File: src/rtl/spq_pkg.sv
// ----------------------------------------------------------------------------
// spq_pkg
// Shared types and constants for the sorted max-priority queue.
// ----------------------------------------------------------------------------
package spq_pkg;

   localparam int CAPACITY = 32;
   localparam int CNT_W    = $clog2(CAPACITY + 1);
   localparam int PRI_W    = 16;
   localparam int PAY_W    = 32;
   localparam int MODE_W   = 2;
   localparam int STAT_W   = 2;
   localparam int OCC_W    = 6;

   typedef enum logic [MODE_W-1:0] {
      MODE_INSERT  = 2'd0,
      MODE_EXTRACT = 2'd1,
      MODE_PEEK    = 2'd2,
      MODE_NOP     = 2'd3
   } mode_type;

   typedef enum logic [STAT_W-1:0] {
      STAT_DONE  = 2'd0,
      STAT_FULL  = 2'd1,
      STAT_EMPTY = 2'd2
   } status_type;

   typedef struct packed {
      logic signed [PRI_W-1:0] pri;
      logic        [PAY_W-1:0] pay;
   } spq_entry_type;

   // per-cycle command broadcast to every cell
   typedef struct packed {
      logic          insert;
      logic          extract;
      spq_entry_type new_entry;
   } spq_cmd_type;

endpackage

File: src/rtl/spq_if.sv
// ----------------------------------------------------------------------------
// spq_req_if / spq_rsp_if
// Valid/ready channels for queue commands and queue responses.
// ----------------------------------------------------------------------------
interface spq_req_if import spq_pkg::*; ();
   logic                    valid;
   logic                    ready;
   logic [MODE_W-1:0]       mode;
   logic signed [PRI_W-1:0] priority_req;
   logic [PAY_W-1:0]        payload;

   modport source (output valid, mode, priority_req, payload, input ready);
   modport sink   (input valid, mode, priority_req, payload, output ready);
endinterface

interface spq_rsp_if import spq_pkg::*; ();
   logic                    valid;
   logic                    ready;
   logic [STAT_W-1:0]       status;
   logic signed [PRI_W-1:0] out_priority;
   logic [PAY_W-1:0]        out_payload;
   logic [OCC_W-1:0]        occupancy;

   modport source (output valid, status, out_priority, out_payload, occupancy,
                   input ready);
   modport sink   (input valid, status, out_priority, out_payload, occupancy,
                   output ready);
endinterface

File: src/rtl/spq_cell.sv
// ----------------------------------------------------------------------------
// spq_cell
// One slot of the sorted array: holds, takes the new entry, or takes a
// neighbor's entry depending on the command and its local compare.
// ----------------------------------------------------------------------------
module spq_cell import spq_pkg::*; (
   input  logic          clock,
   input  spq_cmd_type   cmd,
   input  logic          occupied,
   input  logic          left_keeps,
   input  spq_entry_type left_entry,
   input  spq_entry_type right_entry,
   output logic          keeps,
   output spq_entry_type entry
);

   spq_entry_type entry_ff;
   spq_entry_type entry_in;

   // stays in place on insert: equal priorities keep arrival order
   assign keeps = occupied && (entry_ff.pri >= cmd.new_entry.pri);

   always_comb begin
      entry_in = entry_ff;
      if (cmd.insert) begin
         if (!keeps) begin
            entry_in = left_keeps ? cmd.new_entry : left_entry;
         end
      end else if (cmd.extract) begin
         entry_in = right_entry;
      end
   end

   always_ff @(posedge clock) begin
      entry_ff <= entry_in;
   end

   assign entry = entry_ff;

endmodule

File: src/rtl/sorted_max_priority_queue.sv
// ----------------------------------------------------------------------------
// sorted_max_priority_queue
// Bounded max-priority queue kept sorted in a row of slot cells; the head
// sits in cell 0.
//
//   channel   dir   handshake          payload
//   req_chan  in    valid / ready      mode, priority_req, payload
//   rsp_chan  out   valid / ready      status, out_priority, out_payload, occupancy
//
// Every operation updates all cells together: all cells compare against the new
// priority in parallel and shift by at most one slot. The response appears
// in the cycle after acceptance, in an output register; a new word is accepted
// whenever that register is empty or being drained. Synchronous reset empties
// the queue; slot contents are not cleared.
// ----------------------------------------------------------------------------
module sorted_max_priority_queue import spq_pkg::*; (
   input logic         clock,
   input logic         reset,
   spq_req_if.sink     req_chan,
   spq_rsp_if.source   rsp_chan
);

   logic [CNT_W-1:0]     count_ff;
   logic [CNT_W-1:0]     count_in;
   logic                 rsp_valid_ff;
   logic                 rsp_valid_in;
   status_type           rsp_status_ff;
   status_type           rsp_status_in;
   spq_entry_type        rsp_entry_ff;
   spq_entry_type        rsp_entry_in;
   logic [OCC_W-1:0]     rsp_occ_ff;
   logic [OCC_W-1:0]     rsp_occ_in;

   logic                 accept;
   logic                 is_full;
   logic                 is_empty;
   spq_cmd_type          cmd;
   spq_entry_type        cell_entry [CAPACITY];
   logic [CAPACITY-1:0]  cell_keeps;

   assign req_chan.ready = !rsp_valid_ff || rsp_chan.ready;
   assign accept         = req_chan.valid && req_chan.ready;
   assign is_full        = (count_ff == CNT_W'(CAPACITY));
   assign is_empty       = (count_ff == '0);

   always_comb begin
      cmd.insert        = 1'b0;
      cmd.extract       = 1'b0;
      cmd.new_entry.pri = req_chan.priority_req;
      cmd.new_entry.pay = req_chan.payload;
      count_in          = count_ff;
      rsp_status_in     = STAT_DONE;
      rsp_entry_in      = '0;
      if (accept) begin
         unique case (mode_type'(req_chan.mode))
            MODE_INSERT: begin
               if (is_full) begin
                  rsp_status_in = STAT_FULL;
               end else begin
                  cmd.insert = 1'b1;
                  count_in   = count_ff + CNT_W'(1);
               end
            end
            MODE_EXTRACT: begin
               if (is_empty) begin
                  rsp_status_in = STAT_EMPTY;
               end else begin
                  cmd.extract  = 1'b1;
                  count_in     = count_ff - CNT_W'(1);
                  rsp_entry_in = cell_entry[0];
               end
            end
            MODE_PEEK: begin
               if (is_empty) begin
                  rsp_status_in = STAT_EMPTY;
               end else begin
                  rsp_entry_in = cell_entry[0];
               end
            end
            default: begin
               rsp_status_in = STAT_DONE;
            end
         endcase
      end
      rsp_occ_in = OCC_W'(count_in);
   end

   always_comb begin
      rsp_valid_in = rsp_valid_ff;
      if (accept) begin
         rsp_valid_in = 1'b1;
      end else if (rsp_chan.ready) begin
         rsp_valid_in = 1'b0;
      end
   end

   for (genvar i = 0; i < CAPACITY; i++) begin : g_cell
      logic          left_keeps;
      spq_entry_type left_entry;
      spq_entry_type right_entry;

      if (i == 0) begin : g_head
         assign left_keeps = 1'b1;
         assign left_entry = cmd.new_entry;
      end else begin : g_body
         assign left_keeps = cell_keeps[i-1];
         assign left_entry = cell_entry[i-1];
      end

      if (i == CAPACITY - 1) begin : g_tail
         assign right_entry = cell_entry[i];
      end else begin : g_inner
         assign right_entry = cell_entry[i+1];
      end

      spq_cell u_cell (
         .clock       (clock),
         .cmd         (cmd),
         .occupied    (count_ff > CNT_W'(i)),
         .left_keeps  (left_keeps),
         .left_entry  (left_entry),
         .right_entry (right_entry),
         .keeps       (cell_keeps[i]),
         .entry       (cell_entry[i])
      );
   end

   always_ff @(posedge clock) begin
      if (reset) begin
         count_ff     <= '0;
         rsp_valid_ff <= 1'b0;
      end else begin
         count_ff     <= count_in;
         rsp_valid_ff <= rsp_valid_in;
      end
   end

   always_ff @(posedge clock) begin
      if (accept) begin
         rsp_status_ff <= rsp_status_in;
         rsp_entry_ff  <= rsp_entry_in;
         rsp_occ_ff    <= rsp_occ_in;
      end
   end

   assign rsp_chan.valid        = rsp_valid_ff;
   assign rsp_chan.status       = rsp_status_ff;
   assign rsp_chan.out_priority = rsp_entry_ff.pri;
   assign rsp_chan.out_payload  = rsp_entry_ff.pay;
   assign rsp_chan.occupancy    = rsp_occ_ff;

`ifndef SYNTHESIS
   a_count_bound: assert property (@(posedge clock) disable iff (reset)
      count_ff <= CNT_W'(CAPACITY))
      else $error("stored count above capacity");

   a_insert_grows: assert property (@(posedge clock) disable iff (reset)
      accept && req_chan.mode == MODE_INSERT && !is_full
      |=> count_ff == $past(count_ff) + CNT_W'(1))
      else $error("insert did not add an entry");

   a_full_keeps: assert property (@(posedge clock) disable iff (reset)
      accept && req_chan.mode == MODE_INSERT && is_full
      |=> count_ff == CNT_W'(CAPACITY) && rsp_status_ff == STAT_FULL)
      else $error("refused insert changed the queue");

   a_rsp_follows: assert property (@(posedge clock) disable iff (reset)
      accept |=> rsp_valid_ff)
      else $error("accepted word produced no response");

   a_head_sorted: assert property (@(posedge clock) disable iff (reset)
      count_ff > CNT_W'(1) |-> cell_entry[0].pri >= cell_entry[1].pri)
      else $error("head is not the highest priority");
`endif

endmodule
File: src/flat_wrapper.sv
// flat-port wrapper written by rule: the top's interface ports become plain ports
module sorted_max_priority_queue_flat import spq_pkg::*;
  (clock, reset, req_chan_valid, req_chan_mode, req_chan_priority_req, req_chan_payload, req_chan_ready, rsp_chan_valid, rsp_chan_status, rsp_chan_out_priority, rsp_chan_out_payload, rsp_chan_occupancy, rsp_chan_ready);
  spq_req_if req_chan_i ();
  spq_rsp_if rsp_chan_i ();
  input logic clock;
  input logic reset;
  input wire logic [$bits(req_chan_i.valid)-1:0] req_chan_valid;
  input wire logic [$bits(req_chan_i.mode)-1:0] req_chan_mode;
  input wire logic [$bits(req_chan_i.priority_req)-1:0] req_chan_priority_req;
  input wire logic [$bits(req_chan_i.payload)-1:0] req_chan_payload;
  output wire logic [$bits(req_chan_i.ready)-1:0] req_chan_ready;
  output wire logic [$bits(rsp_chan_i.valid)-1:0] rsp_chan_valid;
  output wire logic [$bits(rsp_chan_i.status)-1:0] rsp_chan_status;
  output wire logic [$bits(rsp_chan_i.out_priority)-1:0] rsp_chan_out_priority;
  output wire logic [$bits(rsp_chan_i.out_payload)-1:0] rsp_chan_out_payload;
  output wire logic [$bits(rsp_chan_i.occupancy)-1:0] rsp_chan_occupancy;
  input wire logic [$bits(rsp_chan_i.ready)-1:0] rsp_chan_ready;
  assign req_chan_i.valid = req_chan_valid;
  assign req_chan_i.mode = req_chan_mode;
  assign req_chan_i.priority_req = req_chan_priority_req;
  assign req_chan_i.payload = req_chan_payload;
  assign req_chan_ready = req_chan_i.ready;
  assign rsp_chan_valid = rsp_chan_i.valid;
  assign rsp_chan_status = rsp_chan_i.status;
  assign rsp_chan_out_priority = rsp_chan_i.out_priority;
  assign rsp_chan_out_payload = rsp_chan_i.out_payload;
  assign rsp_chan_occupancy = rsp_chan_i.occupancy;
  assign rsp_chan_i.ready = rsp_chan_ready;
  sorted_max_priority_queue u_core (.clock(clock), .reset(reset), .req_chan(req_chan_i), .rsp_chan(rsp_chan_i));
endmodule
File: config.mk
export PLATFORM = sky130hd
export DESIGN_NAME = sorted_max_priority_queue_flat
export DESIGN_NICKNAME = d
export VERILOG_FILES = /design/src/rtl/spq_pkg.sv /design/src/rtl/spq_if.sv /design/src/rtl/spq_cell.sv /design/src/rtl/sorted_max_priority_queue.sv /design/src/flat_wrapper.sv
export SDC_FILE = /design/constraint.sdc
export NUM_CORES = 2
export LEC_CHECK = 0
export ABC_CLOCK_PERIOD_IN_PS = 10700
export BUFFER_PORTS_ARGS = -buffer_cell sky130_fd_sc_hd__buf_2
export CELL_PAD_IN_SITES_DETAIL_PLACEMENT = 2
export CELL_PAD_IN_SITES_GLOBAL_PLACEMENT = 2
export CORE_UTILIZATION = 25
export CTS_CLUSTER_DIAMETER = 150
export DETAILED_ROUTE_END_ITERATION = 10
export MAX_ROUTING_LAYER = met4
export PLACE_DENSITY_LB_ADDON = 0.2
export SLEW_MARGIN = 0
export SYNTH_ARGS = -nofsm -noshare
export SYNTH_HDL_FRONTEND = slang
export SYNTH_SLANG_ARGS = --single-unit
File: constraint.sdc
create_clock -name clock -period 10.7 [get_ports clock]
set_input_delay 1.605 -clock clock [delete_from_list [all_inputs] [get_ports clock]]
set_output_delay 1.605 -clock clock [all_outputs]
set_load 0.02 [all_outputs]
=== Yosys cells after proc, flatten, opt, wreduce, memory -nomap -nowiden ===
Cells that the tools add are included.

* Input bits: 54
* Word-level logic and storage cells: 383
* Bits in registers: 1599

* Bitwise logic cells: 2
* Eq/ne operators: 34
* Magnitude comparators: 64
* Muxes and demuxes: 138
* Reduce and logical (&&, ||, !) cells: 73
* Add/sub/neg operators: 2

{| class="wikitable"
|+ Operator list
! kind !! count
|-
| $mux 48 || 124
|-
| $ge 16x16->1 || 32
|-
| $gt 6x5->1 const B || 16
|-
| $reduce_and 2->1 || 32
|-
| $ne 2x2->1 const B || 31
|-
| $gt 6x4->1 const B || 8
|-
| $logic_and 1x1->1 || 33
|-
| $gt 6x3->1 const B || 4
|-
| $mux 6 || 3
|-
| $gt 6x1->1 const B || 2
|-
| $gt 6x2->1 const B || 2
|-
| $pmux 6 s2 || 1
|-
| $mux 1 || 7
|-
| $add 6x1->6 const B || 1
|-
| $eq 6x6->1 const B || 1
|-
| $logic_not 6->1 || 1
|-
| $sub 6x1->6 const B || 1
|-
| $mux 2 || 2
|-
| $pmux 2 s2 || 1
|-
| $reduce_bool 2->1 || 2
|-
| $reduce_or 2->1 || 2
|-
| $eq 2x1->1 const B || 1
|-
| $eq 2x2->1 const B || 1
|-
| $logic_not 2->1 || 1
|-
| other kinds (3) || 4
|}

=== Depth between registers and ports, before layout ===
* Depth after elaboration: 6
* Depth in mapped cells: 12
* Mapped depth without buffers: 9

=== Hierarchy ===
From an unflattened synthesis, not the netlist that was laid out.

* Cell total of the unflattened synthesis: 9011
* Area total of the unflattened synthesis: 95118.7 µm²

{| class="wikitable"
|+ Modules (own cells, without submodules)
! module !! instances !! area an instance (µm²) !! seq. area each (µm²) !! cells an instance
|-
| spq_cell (u_core.g_cell[0].u_cell ...) || 20 || 2882.8 || 1441.4 || 275
|-
| spq_cell (u_core.g_cell[28].u_cell ...) || 12 || 2872.8 || 1441.4 || 270
|-
| sorted_max_priority_queue || 1 || 2990.4 || 1821.7 || 271
|}

=== Worst setup path after synthesis ===
No wires, ideal clock.

* Path kind: input port to flip-flop
* From: in rsp_chan_ready
* To: reg u_core.g_cell[4].u_cell.entry_ff (netlist bit u_core.g_cell[4].u_cell.entry[0]), enable pin
* Buffers on the path: 3
* Slack: 2667 ps
* Setup time: 520 ps
* Data arrival time: 7514 ps
* Data required time: 10180 ps
* Stages: 8
* Path through: nand2b_1 nand2_1 inv_1 nand3_1 buf_2 clkbuf_1 clkbuf_1 o21ai_0

* Word-level cells in the longest chain between the ends: 5
* Elaborated cells on any way between the ends: 6
* Those cells by class: eq/ne (1); mux (1); reduce/logical (4)

{| class="wikitable"
|+ RTL lines
! item !! line !! text
|-
| start, declared || flat_wrapper.sv:18 || <nowiki>input wire logic [$bits(rsp_chan_i.ready)-1:0] rsp_chan_ready;</nowiki>
|-
| $logic_or 1x1->1 (*) || sorted_max_priority_queue.sv:41 || <nowiki>assign req_chan.ready = !rsp_valid_ff || rsp_chan.ready;</nowiki>
|-
| $logic_and 1x1->1 (*) || sorted_max_priority_queue.sv:42 || <nowiki>assign accept = req_chan.valid && req_chan.ready;</nowiki>
|-
| net u_core.accept || sorted_max_priority_queue.sv:34 || <nowiki>logic accept;</nowiki>
|-
| $mux 2 (*) || sorted_max_priority_queue.sv:54 || <nowiki>if (accept) begin</nowiki>
|-
| $ne 2x2->1 (no source line) / $reduce_bool 2->1 (equally long branches) || -- ||
|-
| $reduce_and 2->1 (no source line) (*) || -- ||
|-
| end signal, assigned || spq_cell.sv:35 || <nowiki>entry_ff <= entry_in;</nowiki>
|-
| end, declared || spq_cell.sv:17 || <nowiki>spq_entry_type entry_ff;</nowiki>
|}

Mark *: on every way through the listed nets, which the timed path passes. The rest lies on a longest branch.
A chain may end at the register's enable or synchronous reset.

=== Worst setup path after layout ===
* From: in req_chan_priority_req[15]
* To: reg u_core.g_cell[12].u_cell.entry_ff (netlist bit u_core.g_cell[12].u_cell.entry[42]), enable pin

* Word-level cells in the longest chain between the ends: 4

{| class="wikitable"
|+ RTL lines
! item !! line !! text
|-
| start, declared || flat_wrapper.sv:10 || <nowiki>input wire logic [$bits(req_chan_i.priority_req)-1:0] req_chan_priority_req;</nowiki>
|-
| $ge 16x16->1 || spq_cell.sv:21 || <nowiki>assign keeps = occupied && (entry_ff.pri >= cmd.new_entry.pri);</nowiki>
|-
| $logic_and 1x1->1 || spq_cell.sv:21 ||
|-
| $ne 2x2->1 (no source line) || -- ||
|-
| $reduce_and 2->1 (no source line) || -- ||
|-
| end signal, assigned || spq_cell.sv:35 ||
|-
| end, declared || spq_cell.sv:17 ||
|}

Every way passes these cells.

==> out/qor.txt <==
initial antenna violation count: 33
RSZ-0062 raised after global routing: false
YS warnings: 0
area growth from synthesis to layout: 12.9%
FILL cells: 41104
final setup vio count: 0
CP peak stage delay: 0.87 ns
CP max FO: 37
area leader, netlist: edfxtp_1
fmax: 0.158 GHz
clock root cell: clkbuf_16
first-pass GRT wire length: 691 mm
Post-synth EDFFs: 1592
syn nets: 10060
vias in the first global route: 86296
clock sink count: 1599
Worst Path Buf+Inv: 6
clk_lat worst skew: 0.96 ns
CTS tree: done
number of port buffers: 111
vias: 82939
Worst Hold Class: reg -> reg
Synth top area share: 50.7%
Max stage delay cell, worst path: buf_4
Crit path arrival time: 6.85 ns
minimum clock period: 6.32 ns
area of the multi-input gates: 43000 µm²
Worst EP required: 11.23 ns
Fin Clk Skew: 0.0623 ns
core area: 376000 µm²
Slew headroom: 12.1%
outcome: finished, final reports clean
Pwr Density: 156 nW/µm²
Max Cap Viol: 0
Seq/Total Area, Yosys: 50.8%
hold path depth: 2
commonest non-fill, non-tap cells in the layout: nand2_1 (1669), edfxtp_1 (1592), nand3_1 (966), o211ai_1 (943), a21oi_1 (567)
total die area: 380000 µm²
Max clock buf depth: 4
final hold viol count: 0
Top cell by count, worst path: buf_4
total gr overflow: 0
hold slack: 0.529 ns
synth top area cells: edfxtp_1 (51%), o211ai_1 (7.5%), ha_1 (6.9%)
setup TNS: 0 ns
Max Slew Vio Count: 0
synthesized area: 94300 µm²
ys async rst share: 0%
Detail Route Antenna Nets: 0
Resized cells post-CTS: 0
Top Ports: 112
Reg2Reg Depth: 10
type of origin of the critical path: primary input
most common cell after layout, fill and taps aside: nand2_1
Total GRT Usage: 26.0%
# DRC: 0
Final GP Congestion: 0.882
H-tree levels: 4
drt first pass iters: 6
layout cells sized above 1: 8.03%
Setup Buffers After CTS: 0
Cell variety after synth: 82
Mapped Cells: 9488
worst slew pin tran: 1.31 ns
row count: 225
family with the most delay on the worst path: buffers and inverters
routed wire length: 497 mm
Reg clk slew, reported paths: 0.06 ns
critical-path cell list: buf_2, buf_4, inv_2, buf_4, ha_1, and3_1, nand4_1, nor2_1, or4_1, o211ai_1, buf_4, a21bo_2, buf_4
period utilization: 59.0%
DR vias/cell: 5.77
# hold bufs at CTS: 0
mean post-synth cell area: 9.94 µm²
register bit total from synthesis: 1599
number of cells on the critical path: 13
routed length per instance: 34.6 µm
Initial DRC Count: 8409
TritonCTS buffer count: 207
Leakage: 38.6 nW
ys flop type: edfxtp_1
starting density of the core: 25.1%
final net count: 9768
crit path kind: in -> reg
Die Y: 616 µm
largest net degree at the start of global routing: 182
VDD IR max: 124 µV
Reg area: 47900 µm²
hpwl dp: 323 mm
Worst Setup End Kind: flip-flop
die width: 616 µm
sequential cells by signal, indices dropped and copies added (netlist names):
register                      flops
u_core.count_ff                   6
u_core.g_cell.u_cell.entry     1536
u_core.rsp_chan.status            2
u_core.rsp_chan.valid             1
u_core.rsp_chan.occupancy         6
u_core.rsp_chan.out_payload      32
u_core.rsp_chan.out_priority     16
metal layers:
| metal | GRT usage [%] | vias to the layer above | routed length, µm | part of all wire (%) |
|---|---|---|---|---|
| met5 | - | - | 0 | 0 |
| met4 | 8.39 | 0 | 17900 | 3.6 |
| met3 | 3.14 | 658 | 28700 | 5.8 |
| met2 | 39.6 | 2728 | 221000 | 44 |
| met1 | 35.9 | 44210 | 229000 | 46 |
| li1 | - | 35343 | - | - |
power by group:
group | internal [mW] | switching [mW] | leakage (nW) | total (mW)
logic | 0.610 | 1.51 | 20.8 | 2.12
clock network | 3.90 | 3.07 | 3.10 | 6.97
registers | 7.27 | 0.287 | 14.7 | 7.56
stage by stage:
step | setup WS (ns) | std cells | total power, mW | util [%] | instance area, µm²
after floorplan | 2.67 | 9488 | 8.76 | - | 94300
after global placement | 3.59 | 13981 | 9.68 | 26.6 | 100000
after detailed placement | 3.52 | 13981 | 9.78 | 26.6 | 100000
after CTS | 4.46 | 14356 | 16.8 | 28.3 | 106000
after global routing | 4.38 | 14360 | 17.2 | 28.3 | 106000
final | 4.38 | 14367 | 16.6 | 28.3 | 106000
cells by family after synthesis:
group / synth area share (%)
fa+ha+maj: 6.87
compound gates: 17.5
simple gates: 16.6
xor+xnor: 0.00929
buf+inv: 4.24
mux: 3.96
flops: 50.8
final timing paths:
check | start | end | slack [ns]
worst max register to register | u_core.count_ff[1] | u_core.g_cell[13].u_cell.entry[24] | 5.28
worst min register to register | u_core.g_cell[31].u_cell.entry[16] | u_core.g_cell[30].u_cell.entry[16] | 0.53
worst max-delay path | req_chan_priority_req[15] | u_core.g_cell[12].u_cell.entry[42] | 4.38
worst min-delay path | u_core.g_cell[31].u_cell.entry[16] | u_core.g_cell[30].u_cell.entry[16] | 0.53
area by class of cell:
| type | instances | area share, % |
|---|---|---|
| multi-input combinational | 6925 | 40.4 |
| sequential | 1599 | 45.0 |
| inverter | 130 | 0.458 |
| timing repair buffer | 333 | 2.24 |
| antenna | 11 | 0.0259 |
| tap | 4994 | 5.87 |
| clock inverter | 118 | 0.857 |
| clock buffer | 257 | 5.12 |
worst min-delay path: cells and delay by family, from the launching register on:
| kind | cells | cell delay [ns] |
|---|---|---|
| AO/OA/AOI/OAI | 1 | 0.06 |
| flip-flops | 1 | 0.32 |
| AND/OR/NAND/NOR | 1 | 0.04 |
synth_stat cells (all sizes together) (12+ instances only):
master	n
a41o	12
nor3	147
a21o	134
mux2i	320
and3	61
nand4	90
o31ai	16
inv	130
o211ai	945
o21a	21
mux2	47
a31oi	60
nand3	970
o221ai	19
o21ai	467
o32a	64
a211oi	18
and4	17
or3	71
ha	518
clkbuf	529
nor4	17
buf	305
edfxtp	1592
nor2b	39
nand2	1701
a21oi	567
nor2	394
a311o	15
a211o	76
No activity file was read; power rests on OpenSTA's default activity.
